<file path="config.mk">
export PLATFORM = sky130hd
export DESIGN_NAME = ook_remote_frame_encoder_top
export DESIGN_NICKNAME = d
export VERILOG_FILES = /design/src/sv/ooke_pkg.sv /design/src/sv/ooke_front.sv /design/src/sv/ooke_back.sv /design/src/sv/ooke_seg_queue.sv /design/src/sv/ook_remote_frame_encoder_top.sv
export SDC_FILE = /design/constraint.sdc
export NUM_CORES = 1
export LEC_CHECK = 0
export ABC_AREA = 1
export BUFFER_PORTS_ARGS = -buffer_cell sky130_fd_sc_hd__clkbuf_2
export CAP_MARGIN = 20
export CORE_ASPECT_RATIO = 1.25
export CORE_MARGIN = 8
export CORE_UTILIZATION = 43
export DETAILED_ROUTE_END_ITERATION = 8
export PLACE_DENSITY = 0.63
export SKIP_CTS_REPAIR_TIMING = 1
export SLEW_MARGIN = 20
export SYNTH_ARGS = -nofsm -noshare
export SYNTH_HDL_FRONTEND = slang
export SYNTH_SLANG_ARGS = --single-unit
</file>
<file path="constraint.sdc">
create_clock -name i_clk -period 4.48 [get_ports i_clk]
set_clock_uncertainty 0.1 [all_clocks]
set_input_delay 0.672 -clock i_clk [delete_from_list [all_inputs] [get_ports i_clk]]
set_output_delay 0.672 -clock i_clk [all_outputs]
set_load 0.02 [all_outputs]
</file>
<file path="src/sv/ooke_pkg.sv">
`timescale 1ns / 1ps
// ----------------------------------------------------------------------------
// OOK remote frame encoder package
// Sizes, codes, reset values and the types shared between the modules.
// ----------------------------------------------------------------------------
package ooke_pkg;

    // Frame geometry.
    localparam int MODE0_SYMBOLS = 12;
    localparam int MODE1_BITS    = 16;

    localparam int CODE_W = 24;
    localparam int PINS_W = 8;
    localparam int DUR_W  = 16;

    localparam int M0_DATA_SEGS = 4 * MODE0_SYMBOLS;
    localparam int M1_DATA_SEGS = 2 * MODE1_BITS;
    localparam int M0_SEGS      = M0_DATA_SEGS + 2;
    localparam int M1_SEGS      = M1_DATA_SEGS + 1;

    localparam int FLAG_W     = (M0_DATA_SEGS > M1_DATA_SEGS) ? M0_DATA_SEGS : M1_DATA_SEGS;
    localparam int MAX_SEGS   = (M0_SEGS > M1_SEGS) ? M0_SEGS : M1_SEGS;
    localparam int SEG_W      = $clog2(MAX_SEGS);
    localparam int FLAG_IDX_W = $clog2(FLAG_W);

    // Frame modes.
    localparam logic MODE_TRISTATE = 1'b0;
    localparam logic MODE_BINARY   = 1'b1;

    // Tristate symbol codes; the two remaining codes both mean float.
    localparam logic [1:0] SYM_ZERO = 2'd0;
    localparam logic [1:0] SYM_ONE  = 2'd1;

    // Long-pulse flags per segment, segment 0 in bit 0.
    localparam logic [3:0] PAT0_ZERO  = 4'b1010;
    localparam logic [3:0] PAT0_ONE   = 4'b0101;
    localparam logic [3:0] PAT0_FLOAT = 4'b0110;
    localparam logic [1:0] PAT1_ZERO  = 2'b10;
    localparam logic [1:0] PAT1_ONE   = 2'b01;

    // Configuration register indexes.
    localparam int CFG_IDX_W = 3;
    localparam logic [CFG_IDX_W-1:0] CFG_M0_SHORT     = CFG_IDX_W'(0);
    localparam logic [CFG_IDX_W-1:0] CFG_M0_LONG      = CFG_IDX_W'(1);
    localparam logic [CFG_IDX_W-1:0] CFG_M0_SYNC_HIGH = CFG_IDX_W'(2);
    localparam logic [CFG_IDX_W-1:0] CFG_M0_SYNC_LOW  = CFG_IDX_W'(3);
    localparam logic [CFG_IDX_W-1:0] CFG_M1_SHORT     = CFG_IDX_W'(4);
    localparam logic [CFG_IDX_W-1:0] CFG_M1_LONG      = CFG_IDX_W'(5);
    localparam logic [CFG_IDX_W-1:0] CFG_M1_SYNC_LOW  = CFG_IDX_W'(6);

    // Register reset values in microseconds.
    localparam logic [DUR_W-1:0] RST_M0_SHORT     = DUR_W'(350);
    localparam logic [DUR_W-1:0] RST_M0_LONG      = DUR_W'(1050);
    localparam logic [DUR_W-1:0] RST_M0_SYNC_HIGH = DUR_W'(350);
    localparam logic [DUR_W-1:0] RST_M0_SYNC_LOW  = DUR_W'(10850);
    localparam logic [DUR_W-1:0] RST_M1_SHORT     = DUR_W'(350);
    localparam logic [DUR_W-1:0] RST_M1_LONG      = DUR_W'(1050);
    localparam logic [DUR_W-1:0] RST_M1_SYNC_LOW  = DUR_W'(10850);

    // Queue depths.
    localparam int DESC_DEPTH = 2;
    localparam int DESC_PTR_W = $clog2(DESC_DEPTH);
    localparam int DESC_CNT_W = $clog2(DESC_DEPTH + 1);
    localparam int SEGQ_DEPTH = 2;
    localparam int SEGQ_PTR_W = $clog2(SEGQ_DEPTH);
    localparam int SEGQ_CNT_W = $clog2(SEGQ_DEPTH + 1);

    // A classified frame waiting for the sequencer.
    typedef struct packed {
        logic              mode;
        logic [PINS_W-1:0] pins;
        logic [FLAG_W-1:0] long_flags;
    } t_desc;

    // One output segment.
    typedef struct packed {
        logic [PINS_W-1:0] drive_pins;
        logic              level;
        logic [DUR_W-1:0]  duration_us;
        logic              last;
    } t_seg;

    // A configuration register write.
    typedef struct packed {
        logic                 en;
        logic [CFG_IDX_W-1:0] index;
        logic [DUR_W-1:0]     data;
    } t_cfg_wr;

endpackage

</file>
<file path="src/sv/ooke_front.sv">
`timescale 1ns / 1ps
// ----------------------------------------------------------------------------
// OOK frame encoder front end
// Accepts code words, turns them into per-segment long/short flags and holds
// them in a small descriptor queue for the sequencer.
// ----------------------------------------------------------------------------
module ooke_front (
    input  logic                       i_clk,
    input  logic                       i_rst_n,
    input  logic                       i_push,
    output logic                       o_full,
    input  logic                       i_action,
    input  logic [ooke_pkg::CODE_W-1:0] i_code_word,
    input  logic [ooke_pkg::PINS_W-1:0] i_pin_mask,
    output logic                       o_desc_valid,
    output ooke_pkg::t_desc            o_desc,
    input  logic                       i_desc_take
);

    ooke_pkg::t_desc                     n_desc;
    ooke_pkg::t_desc                     r_q [ooke_pkg::DESC_DEPTH];
    logic [ooke_pkg::DESC_PTR_W-1:0]     r_wr;
    logic [ooke_pkg::DESC_PTR_W-1:0]     r_rd;
    logic [ooke_pkg::DESC_CNT_W-1:0]     r_cnt;
    logic                                push_ok;

    // Classify every symbol or bit in parallel into its flag pattern.
    always_comb begin
        n_desc            = '0;
        n_desc.mode       = i_action;
        n_desc.pins       = i_pin_mask;
        if (i_action == ooke_pkg::MODE_TRISTATE) begin
            for (int s = 0; s < ooke_pkg::MODE0_SYMBOLS; s++) begin
                case (i_code_word[2*s +: 2])
                    ooke_pkg::SYM_ZERO: n_desc.long_flags[4*s +: 4] = ooke_pkg::PAT0_ZERO;
                    ooke_pkg::SYM_ONE:  n_desc.long_flags[4*s +: 4] = ooke_pkg::PAT0_ONE;
                    default:            n_desc.long_flags[4*s +: 4] = ooke_pkg::PAT0_FLOAT;
                endcase
            end
        end else begin
            for (int b = 0; b < ooke_pkg::MODE1_BITS; b++) begin
                n_desc.long_flags[2*b +: 2] = i_code_word[b] ? ooke_pkg::PAT1_ONE
                                                             : ooke_pkg::PAT1_ZERO;
            end
        end
    end

    assign o_full       = (r_cnt == ooke_pkg::DESC_CNT_W'(ooke_pkg::DESC_DEPTH));
    assign push_ok      = i_push && !o_full;
    assign o_desc_valid = (r_cnt != '0);
    assign o_desc       = r_q[r_rd];

    always_ff @(posedge i_clk) begin
        if (push_ok) begin
            r_q[r_wr] <= n_desc;
        end
    end

    always_ff @(posedge i_clk) begin
        if (!i_rst_n) begin
            r_wr  <= '0;
            r_rd  <= '0;
            r_cnt <= '0;
        end else begin
            if (push_ok) begin
                r_wr <= (r_wr == ooke_pkg::DESC_PTR_W'(ooke_pkg::DESC_DEPTH - 1))
                        ? '0 : r_wr + 1'b1;
            end
            if (i_desc_take) begin
                r_rd <= (r_rd == ooke_pkg::DESC_PTR_W'(ooke_pkg::DESC_DEPTH - 1))
                        ? '0 : r_rd + 1'b1;
            end
            if (push_ok && !i_desc_take) begin
                r_cnt <= r_cnt + 1'b1;
            end else if (!push_ok && i_desc_take) begin
                r_cnt <= r_cnt - 1'b1;
            end
        end
    end

endmodule

</file>
<file path="src/sv/ooke_back.sv">
`timescale 1ns / 1ps
// ----------------------------------------------------------------------------
// OOK frame encoder sequencer
// Holds the timing registers and walks one frame descriptor, producing one
// segment per cycle whenever the result queue has room.
// ----------------------------------------------------------------------------
module ooke_back (
    input  logic                i_clk,
    input  logic                i_rst_n,
    input  ooke_pkg::t_cfg_wr   i_cfg,
    input  logic                i_desc_valid,
    input  ooke_pkg::t_desc     i_desc,
    output logic                o_desc_take,
    input  logic                i_seg_full,
    output logic                o_seg_valid,
    output ooke_pkg::t_seg      o_seg
);

    logic [ooke_pkg::DUR_W-1:0] r_m0_short;
    logic [ooke_pkg::DUR_W-1:0] r_m0_long;
    logic [ooke_pkg::DUR_W-1:0] r_m0_sync_high;
    logic [ooke_pkg::DUR_W-1:0] r_m0_sync_low;
    logic [ooke_pkg::DUR_W-1:0] r_m1_short;
    logic [ooke_pkg::DUR_W-1:0] r_m1_long;
    logic [ooke_pkg::DUR_W-1:0] r_m1_sync_low;

    logic                       r_busy;
    logic [ooke_pkg::SEG_W-1:0] r_seg;
    ooke_pkg::t_desc            r_desc;

    logic [ooke_pkg::SEG_W-1:0] data_segs;
    logic [ooke_pkg::DUR_W-1:0] short_d;
    logic [ooke_pkg::DUR_W-1:0] long_d;
    logic                       emit;

    always_ff @(posedge i_clk) begin
        if (!i_rst_n) begin
            r_m0_short     <= ooke_pkg::RST_M0_SHORT;
            r_m0_long      <= ooke_pkg::RST_M0_LONG;
            r_m0_sync_high <= ooke_pkg::RST_M0_SYNC_HIGH;
            r_m0_sync_low  <= ooke_pkg::RST_M0_SYNC_LOW;
            r_m1_short     <= ooke_pkg::RST_M1_SHORT;
            r_m1_long      <= ooke_pkg::RST_M1_LONG;
            r_m1_sync_low  <= ooke_pkg::RST_M1_SYNC_LOW;
        end else if (i_cfg.en) begin
            unique case (i_cfg.index)
                ooke_pkg::CFG_M0_SHORT:     r_m0_short     <= i_cfg.data;
                ooke_pkg::CFG_M0_LONG:      r_m0_long      <= i_cfg.data;
                ooke_pkg::CFG_M0_SYNC_HIGH: r_m0_sync_high <= i_cfg.data;
                ooke_pkg::CFG_M0_SYNC_LOW:  r_m0_sync_low  <= i_cfg.data;
                ooke_pkg::CFG_M1_SHORT:     r_m1_short     <= i_cfg.data;
                ooke_pkg::CFG_M1_LONG:      r_m1_long      <= i_cfg.data;
                ooke_pkg::CFG_M1_SYNC_LOW:  r_m1_sync_low  <= i_cfg.data;
                default: ;
            endcase
        end
    end

    // Data segments alternate high and low starting high; the sync tail follows.
    always_comb begin
        if (r_desc.mode == ooke_pkg::MODE_BINARY) begin
            data_segs = ooke_pkg::SEG_W'(ooke_pkg::M1_DATA_SEGS);
            short_d   = r_m1_short;
            long_d    = r_m1_long;
        end else begin
            data_segs = ooke_pkg::SEG_W'(ooke_pkg::M0_DATA_SEGS);
            short_d   = r_m0_short;
            long_d    = r_m0_long;
        end

        o_seg.drive_pins  = r_desc.pins;
        o_seg.level       = ~r_seg[0];
        o_seg.duration_us = r_desc.long_flags[r_seg[ooke_pkg::FLAG_IDX_W-1:0]] ? long_d
                                                                             : short_d;
        o_seg.last        = 1'b0;

        if (r_seg >= data_segs) begin
            if (r_desc.mode == ooke_pkg::MODE_BINARY) begin
                o_seg.level       = 1'b0;
                o_seg.duration_us = r_m1_sync_low;
                o_seg.last        = 1'b1;
            end else if (r_seg == data_segs) begin
                o_seg.level       = 1'b1;
                o_seg.duration_us = r_m0_sync_high;
            end else begin
                o_seg.level       = 1'b0;
                o_seg.duration_us = r_m0_sync_low;
                o_seg.last        = 1'b1;
            end
        end
    end

    assign emit        = r_busy && !i_seg_full;
    assign o_seg_valid = emit;
    // The next frame loads in the same cycle the current one sends its last segment.
    assign o_desc_take = i_desc_valid && (!r_busy || (emit && o_seg.last));

    always_ff @(posedge i_clk) begin
        if (!i_rst_n) begin
            r_busy <= 1'b0;
            r_seg  <= '0;
        end else begin
            if (o_desc_take) begin
                r_busy <= 1'b1;
                r_seg  <= '0;
                r_desc <= i_desc;
            end else if (emit && o_seg.last) begin
                r_busy <= 1'b0;
            end else if (emit) begin
                r_seg <= r_seg + 1'b1;
            end
        end
    end

endmodule

</file>
<file path="src/sv/ooke_seg_queue.sv">
`timescale 1ns / 1ps
// ----------------------------------------------------------------------------
// OOK frame encoder result queue
// Two-entry queue that decouples the sequencer from the result consumer.
// ----------------------------------------------------------------------------
module ooke_seg_queue (
    input  logic            i_clk,
    input  logic            i_rst_n,
    input  logic            i_wr,
    input  ooke_pkg::t_seg  i_seg,
    output logic            o_full,
    output logic            o_empty,
    input  logic            i_pop,
    output ooke_pkg::t_seg  o_seg
);

    ooke_pkg::t_seg                  r_q [ooke_pkg::SEGQ_DEPTH];
    logic [ooke_pkg::SEGQ_PTR_W-1:0] r_wr;
    logic [ooke_pkg::SEGQ_PTR_W-1:0] r_rd;
    logic [ooke_pkg::SEGQ_CNT_W-1:0] r_cnt;
    logic                            pop_ok;

    assign o_full  = (r_cnt == ooke_pkg::SEGQ_CNT_W'(ooke_pkg::SEGQ_DEPTH));
    assign o_empty = (r_cnt == '0);
    assign pop_ok  = i_pop && !o_empty;
    assign o_seg   = r_q[r_rd];

    always_ff @(posedge i_clk) begin
        if (i_wr) begin
            r_q[r_wr] <= i_seg;
        end
    end

    always_ff @(posedge i_clk) begin
        if (!i_rst_n) begin
            r_wr  <= '0;
            r_rd  <= '0;
            r_cnt <= '0;
        end else begin
            if (i_wr) begin
                r_wr <= (r_wr == ooke_pkg::SEGQ_PTR_W'(ooke_pkg::SEGQ_DEPTH - 1))
                        ? '0 : r_wr + 1'b1;
            end
            if (pop_ok) begin
                r_rd <= (r_rd == ooke_pkg::SEGQ_PTR_W'(ooke_pkg::SEGQ_DEPTH - 1))
                        ? '0 : r_rd + 1'b1;
            end
            if (i_wr && !pop_ok) begin
                r_cnt <= r_cnt + 1'b1;
            end else if (!i_wr && pop_ok) begin
                r_cnt <= r_cnt - 1'b1;
            end
        end
    end

endmodule

</file>
<file path="src/sv/ook_remote_frame_encoder_top.sv">
`timescale 1ns / 1ps
// ----------------------------------------------------------------------------
// OOK remote frame encoder
// Expands one remote-control code word into the on-off-keyed pin segments.
// ----------------------------------------------------------------------------
// Usage. Code words enter through a queue-style port: a beat is taken at a
// clock edge where i_push is high and o_full is low. Each beat yields a frame
// of segments (level, duration in microseconds, pin mask, last flag): 50
// segments for a tristate frame and 33 for a binary frame. Segments leave
// through a queue-style port: while o_empty is low the oldest segment is on
// the result ports and it is taken at an edge where i_pop is high.
// The first segment of a frame shows once its beat has passed the descriptor
// queue, the sequencer registers and the result queue. Throughput: one
// segment per cycle while the result queue has room; a segment counter walks
// each frame; frames follow each other with no gap. A two-entry descriptor
// queue lets new beats be taken while a frame is still being sent.
// Timing registers are written through the cfg port (always ready) and must
// change only while the block is idle. Reset is synchronous, active low: it
// empties both queues, stops the sequencer and restores the default timings.
// When the receiver stalls, the result queue fills, the sequencer holds its
// place, and o_full rises once the descriptor queue is full too.
// ----------------------------------------------------------------------------
module ook_remote_frame_encoder_top (
    input  logic                            i_clk,
    input  logic                            i_rst_n,
    // Code word input.
    input  logic                            i_push,
    output logic                            o_full,
    input  logic                            i_action,
    input  logic [ooke_pkg::CODE_W-1:0]     i_code_word,
    input  logic [ooke_pkg::PINS_W-1:0]     i_pin_mask,
    // Segment output.
    output logic                            o_empty,
    input  logic                            i_pop,
    output logic [ooke_pkg::PINS_W-1:0]     o_drive_pins,
    output logic                            o_level,
    output logic [ooke_pkg::DUR_W-1:0]      o_duration_us,
    output logic                            o_last,
    // Timing register writes.
    input  logic                            i_cfg_valid,
    output logic                            o_cfg_ready,
    input  logic [ooke_pkg::CFG_IDX_W-1:0]  i_cfg_index,
    input  logic [ooke_pkg::DUR_W-1:0]      i_cfg_data
);

    ooke_pkg::t_desc   desc;
    logic              desc_valid;
    logic              desc_take;
    ooke_pkg::t_seg    seg_in;
    ooke_pkg::t_seg    seg_out;
    logic              seg_valid;
    logic              seg_full;
    ooke_pkg::t_cfg_wr cfg_wr;

    // The register file takes a write every cycle.
    assign o_cfg_ready  = 1'b1;
    assign cfg_wr.en    = i_cfg_valid && o_cfg_ready;
    assign cfg_wr.index = i_cfg_index;
    assign cfg_wr.data  = i_cfg_data;

    ooke_front u_front (
        .i_clk        (i_clk),
        .i_rst_n      (i_rst_n),
        .i_push       (i_push),
        .o_full       (o_full),
        .i_action     (i_action),
        .i_code_word  (i_code_word),
        .i_pin_mask   (i_pin_mask),
        .o_desc_valid (desc_valid),
        .o_desc       (desc),
        .i_desc_take  (desc_take)
    );

    ooke_back u_back (
        .i_clk        (i_clk),
        .i_rst_n      (i_rst_n),
        .i_cfg        (cfg_wr),
        .i_desc_valid (desc_valid),
        .i_desc       (desc),
        .o_desc_take  (desc_take),
        .i_seg_full   (seg_full),
        .o_seg_valid  (seg_valid),
        .o_seg        (seg_in)
    );

    ooke_seg_queue u_seg_queue (
        .i_clk   (i_clk),
        .i_rst_n (i_rst_n),
        .i_wr    (seg_valid),
        .i_seg   (seg_in),
        .o_full  (seg_full),
        .o_empty (o_empty),
        .i_pop   (i_pop),
        .o_seg   (seg_out)
    );

    assign o_drive_pins  = seg_out.drive_pins;
    assign o_level       = seg_out.level;
    assign o_duration_us = seg_out.duration_us;
    assign o_last        = seg_out.last;

endmodule

</file>
==> results.tsv, run 1 <==
stage	metric	value	unit
cts	cts_max_level	2	
routing	dr.pass1.iters	5	
global_route	grt_first_pass_wirelength	50.6	mm
die	start_util	43.7	%
cts	cts_buffer_depth	3	
logic_synthesis	synth.ff_latch_count	351	
critical_path	crit_buf_inv	3	
global_route	antenna_found_initial	0	
critical_path	cp_cell_sequence	buf_4, inv_2, ha_1, nand4_4, o21ai_4, nand2_2, o21ai_1, nand2_2, nor2_4, buf_12	
final_layout	final_cell_mix	407 x nand2_1, 223 x edfxtp_1, 184 x nor2_1	
power	power	9.12	mW
cts	clockRootBuffer	clkbuf_16	
routing	antenna_left	0	
critical_path	reg2reg_depth	10	
run_status	status	completed	
sta	setup_viol_count_final	0	
critical_path	cp_top_family	simple AND/OR/NAND/NOR gates	
placed_design	hpwl	20.7	mm
sta	max_freq	287	MHz
critical_path	path_class	flop to flop	
logic_synthesis	synthAdderAreaFrac	0.438	%
placed_design	gp_congestion	0.836	
critical_path	arrival	3.58	ns
logic_synthesis	yosys.area_share.simple	20.7	%
sta	slew_viol_final	0	
routing	wire_per_inst	16.5	um
global_route	gr-total-overflow	0	
die	floorplan.die_area	39300	sq um
routing	dr_total_vias	9818	
final_layout	area_delta_synth_final	14.1	%
logic_synthesis	synth_top_area_cell	edfxtp_1	
global_route	grt_pass1_vias	9661	
logic_synthesis	synth_top_family_by_area	simple AND/OR/NAND/NOR gates	
power	p_leak	6.88	nW
critical_path	r2r_end	u_back.r_desc[20]	
sta	post-route-min-period	3.48	ns
final_layout	num_antenna_cells	0	
placed_design	io_buffers	84	
die	rows	74	
die	die_y	220	um
logic_synthesis	syn_area	14300	sq um
flow_run	cap_violations	0	
critical_path	crit_top_cell	nand2_2	
logic_synthesis	synth-compound-area-share	5.20	%
logic_synthesis	synth-xor-area-share	0.123	%
power	worst_ir_drop_vdd	0.364	mV
global_route	grt_usage	16.4	%
sta	min_period_over_period	77.7	%
critical_path	cp_slowest_stage_delay	0.61	ns
final_layout	num-fill-cells	2942	
logic_synthesis	ys_types	32	
logic_synthesis	yosysSeqAreaShare	64.9	%
die	fp.dieW	179	um
sta	timing.final.hold_violations	0	
logic_synthesis	syn_nets	1500	
logic_synthesis	synth.avg_cell_area	9.92	sq um
critical_path	crit_fanout	34	
final_layout	drive_above_1_share	13.2	%
die	coreArea	32700	sq um
die	io_pins	86	
global_route	grt_max_degree	119	
routing	drc	0	
worst_hold_path	hold_start	i_pin_mask[6]	
power	power_density	560	nW/um^2
critical_path	critical-path-slowest-cell	nor2_4	
routing	wl_met2	16.4	mm
routing	dr.max_layer_used	met4	
sta	setup_tns	0	ns
logic_synthesis	yosys-mux-area-fraction	4.30	%
routing	wirelength	32.2	mm
logic_synthesis	synth_top_area_share	46.9	%
final_layout	final_nets	1575	
routing	viasPerCell	5.02	
critical_path	required	4.58	ns
cts	path_clk_slew	0.06	ns
logic_synthesis	synthCells	1438	
critical_path	crit_start	u_back.r_seg[1]	
critical_path	crit_end	u_back.r_desc[20]	
sta	slew_headroom	25.4	%
routing	wl_met1	12.6	mm
worst_hold_path	hold_class	input port to flop	
cts	cts_tree	done	
logic_synthesis	yosys_warnings	0	
critical_path	worstSetupStartpointType	flop	
logic_synthesis	ys_top_cells_by_area	edfxtp_1 47%, dfxtp_1 18%, nand2_1 11%	
critical_path	crit_cells	10	
critical_path	r2r-start	u_back.r_seg[1]	
sta	max_slew.worst_pin.slew	1.12	ns
routing	met3_length	1.60	mm
cts	cts_made_buffers	37	
cts	clk_latency	0.52	ns
final_layout	final_common_cell	nand2_1	
cts	cts_sinks	351	
sta	rsz0062_at_grt	no	
critical_path	reg2reg_setup_slack	1.0	ns
routing	drt_iter0_drc	749	
critical_path	crit_path_end_kind	flop	
layer usage:
metal	GRT usage (%)	vias up
li1	-	4933
met1	18.9	4518
met2	28.9	278
met3	2.67	89
met4	8.42	0
met5	0	-
worst register-to-register path: stages, from the launching register on:
cell	delay [ns]
dfxtp_1	0.29
buf_4	0.18
inv_2	0.21
ha_1	0.25
nand4_4	0.31
o21ai_4	0.35
nand2_2	0.19
o21ai_1	0.22
nand2_2	0.13
nor2_4	0.61
buf_12	0.30
power breakdown:
part | switching [mW] | total, mW | leakage (nW) | internal [mW]
Sequential | 0.125 | 4.21 | 3.11 | 4.08
Combinational | 1.37 | 1.96 | 3.19 | 0.583
Clock | 1.22 | 2.95 | 0.578 | 1.74
registers in the layout (all words and copies together), names as in the netlist, 6 cells and up, named ones only:
register               count
u_back.r_m0_long          16
u_back.r_desc             49
u_back.r_m1_sync_low      16
u_back.r_m1_long          16
u_back.r_m1_short         16
u_back.r_m0_short         16
u_back.r_m0_sync_low      16
u_seg_queue.r_q           52
u_front.r_q              114
u_back.o_seg               8
u_back.r_seg               6
u_back.r_m0_sync_high     16
stage by stage:
stage	instance area, sq um	worst slack [ns]	util, %	hold slack (ns)	std cells
after floorplan	14300	0.578	-	0.321	1438
after global placement	15100	1.10	46.2	0.324	1892
after detailed placement	15100	0.987	46.2	0.334	1892
after CTS	16300	0.934	49.8	0.212	1956
after global routing	16300	0.696	49.8	0.229	1956
final	16300	0.999	49.8	0.238	1956
logic make-up (layout without fill, tap and decap cells):
logic type                 after synthesis  count (layout)
AOI/OAI and AO/OA                      138             138
xor gates and xnor gates                 2               2
adders and majority gates                5               5
buffers and inverters                  155             255
DFF                                    351             351
muxes                                   58              58
other                                    1               1
and+or+nand+nor                        728             728
how the worst min path moves through the flow:
stage	cells after the start	to	slack, ns
2_1_floorplan	0	u_seg_queue.r_q[0][18]	0.32
3_3_place_gp	0	u_seg_queue.r_q[0][23]	0.32
3_5_place_dp	0	u_seg_queue.r_q[0][19]	0.33
4_1_cts	1	u_front.r_q[0][54]	0.21
5_1_grt	1	u_front.r_q[1][55]	0.23
6_report	1	u_front.r_q[0][54]	0.24
area by class of cell:
class	instances	area (sq um)	area share (%)
inverter	88	332	2.04
clock inverter	14	131	0.807
clock buffer	50	1040	6.36
multi-input combinational	932	4420	27.2
timing repair buffer	103	576	3.53
sequential	351	9260	56.9
tap	418	523	3.21
synth_stat cells:
master    instances
nand2_1         407
edfxtp_1        223
nor2_1          188
dfxtp_1         128
nand3_1         110
o21ai_0          86
inv_1            83
clkbuf_1         53
mux2i_1          32
a21oi_1          27
mux2_2           26
o211ai_1         16
nor3_1           10
o21ai_1           8
buf_2             7
ha_1              5
buf_4             4
inv_2             4
nand2_2           4
buf_1             2
nor2_2            2
nor2_4            2
xor2_1            2
buf_6             1
clkinv_1          1
conb_1            1
nand2_4           1
nand4_4           1
nor2_8            1
nor3b_1           1
o21ai_4           1
or2_0             1
Note: power is estimated with default switching activity, not from simulation.
==> inputs of run 2 (changes only) <==
PLACE_DENSITY = 0.65   (was 0.63)
clock period = 3.1 ns   (was 4.48 ns; I/O delays follow)
==> run 2 against run 1 <==
Net effect:
- total power grew 46%
- critical path depth did not move
- setup slack got worse by 0.58 ns
- fmax up 30%
- sequential cell count unchanged
- wire length down 0.44%
- clock power up 50%
- first-iteration DRC count fell by 0.67%
- count of clock-buffer cells in the layout up 7
- sequential power increased by 44%
- die area did not move
- combinational power is 45% higher
==> results.tsv, run 2 (synthesized netlist as in run 1, its figures left out) <==
stage	metric	value	unit	change
final_layout	final_util	50.2	%	+0.41 points
global_route	gr-total-overflow	0		unchanged
die	fp.dieW	179	um	unchanged
cts	cts_sinks	351		unchanged
final_layout	num_antenna_cells	0		unchanged
critical_path	cp_slowest_stage_delay	0.40	ns	-0.21 ns
final_layout	area_delta_synth_final	15.0	%	
final_layout	top_register	u_front.r_q		
routing	dr_total_vias	9980		+1.7%
final_layout	drive_above_1_share	13.5	%	+0.32 points
placed_design	gp_congestion	0.873		+4.4%
critical_path	worstSetupStartpointType	flop		
die	floorplan.die_area	39300	sq um	unchanged
critical_path	required	3.18	ns	-1.40 ns
routing	wl_met1	12.8	mm	+1.8%
routing	met3_length	1.50	mm	-6.2%
critical_path	arrival	2.76	ns	-0.82 ns
routing	wl_met2	16.5	mm	+1.1%
critical_path	crit_top_cell	nand2_2		
cts	cts_max_level	2		unchanged
final_layout	final_common_cell	nand2_1		
sta	timing.final.hold_violations	0		unchanged
routing	wire_per_inst	16.3	um	-0.85%
final_layout	finalInstanceArea	16400	sq um	+0.82%
cts	clk_latency	0.52	ns	about the same
cts	cts_made_buffers	38		+2.7%
final_layout	final_cell_mix	407 x nand2_1, 223 x edfxtp_1, 184 x nor2_1		
critical_path	crit_buf_inv	3		unchanged
routing	dr.max_layer_used	met4		
sta	max_slew.worst_pin.slew	0.874	ns	-0.244 ns
placed_design	place_ws	0.406	ns	-0.581 ns
power	power	13.3	mW	+46%
global_route	grt_pass1_vias	9913		+2.6%
cts	clockRootBuffer	clkbuf_16		
placed_design	placedCellCount	1897		+0.26%
sta	rsz0062_at_grt	no		
run_status	status	completed		
routing	dr.pass1.iters	5		unchanged
flow_run	cap_violations	0		unchanged
die	coreArea	32700	sq um	unchanged
die	die_y	220	um	unchanged
critical_path	cp_top_family	simple AND/OR/NAND/NOR gates		
final_layout	reg.largest.list	u_front.r_q (114), u_seg_queue.r_q (52), u_back.r_desc (49)		
placed_design	hpwl	20.4	mm	-1.1%
routing	drc	0		unchanged
critical_path	critical-path-slowest-cell	dfxtp_1		
sta	min_period_over_period	86.5	%	+8.8 points
sta	post-route-min-period	2.68	ns	-0.800 ns
sta	hold_ws	0.0515	ns	-0.187 ns
sta	setup_viol_count_final	0		unchanged
critical_path	cp_cell_sequence	inv_1, ha_1, nand4_4, inv_2, nand2_1, nand2_2, o21ai_2, nand2_2, nor2_4, buf_12		
sta	setup_tns	0	ns	unchanged
sta	worst_slack	0.419	ns	-0.580 ns
sta	slew_headroom	41.7	%	+16 points
cts	path_clk_slew	0.06	ns	about the same
global_route	grt_first_pass_wirelength	51.8	mm	+2.2%
power	power_density	813	nW/um^2	+45%
power	p_leak	6.94	nW	+0.85%
critical_path	crit_fanout	49		+44%
routing	antenna_left	0		unchanged
sta	max_freq	373	MHz	+30%
die	io_pins	86		unchanged
die	start_util	43.7	%	unchanged
global_route	grt_usage	16.5	%	+0.050 points
worst_hold_path	hold_class	input port to flop		
final_layout	fin_cells	1964		+0.41%
power	worst_ir_drop_vdd	0.608	mV	+67%
global_route	grt_max_degree	70		-41%
routing	drt_iter0_drc	744		-0.67%
routing	wirelength	32.1	mm	-0.44%
final_layout	final_nets	1581		+0.38%
cts	cts_tree	done		
final_layout	largest_reg_flops	114		unchanged
global_route	antenna_found_initial	0		unchanged
placed_design	dpl_cell_area	15200	sq um	+0.45%
critical_path	crit_path_end_kind	flop		
die	rows	74		unchanged
routing	viasPerCell	5.08		+1.2%
placed_design	io_buffers	84		unchanged
cts	cts_buffer_depth	3		unchanged
critical_path	path_class	flop to flop		
sta	slew_viol_final	0		unchanged
-- run 2: worst paths after layout --
path / from / to / slack [ns] / cells past startpoint
max: u_back.r_seg[4] / u_back.r_desc[42] / 0.42 / 10
min: i_pin_mask[6] / u_front.r_q[0][54] / 0.05 / 1
max reg2reg: u_back.r_seg[4] / u_back.r_desc[42] / 0.42 / 10
min reg2reg: u_back.o_seg[23] / u_seg_queue.r_q[0][23] / 0.34 / 0
-- run 2: worst register-to-register path: stages (launching register included) --
cell     delay, ns
dfxtp_1       0.40
inv_1         0.08
ha_1          0.31
nand4_4       0.10
inv_2         0.16
nand2_1       0.13
nand2_2       0.11
o21ai_2       0.16
nand2_2       0.12
nor2_4        0.34
buf_12        0.29
-- run 2: final cells by class --
| class | instances | area [sq um] |
|---|---|---|
| fillers | 2946 | 16300 |
| flip-flops and latches | 351 | 9260 |
| multi-input cells | 932 | 4430 |
| clock buffers | 57 | 1130 |
| repair buffers | 108 | 638 |
| well taps | 418 | 523 |
| inverters | 88 | 333 |
| clock inverters | 10 | 98.8 |
-- run 2: per-layer routing --
layer  global-route usage, %  vias up
met5                       0        -
met4                    7.45        0
met3                    2.40       72
met2                    29.1      280
met1                    19.5     4695
li1                        -     4933
-- run 2: report_power, final --
| part | leakage [nW] | internal [mW] | switching, mW |
|---|---|---|---|
| Sequential | 3.11 | 5.89 | 0.180 |
| Combinational | 3.22 | 0.866 | 1.99 |
| Clock | 0.604 | 2.69 | 1.74 |
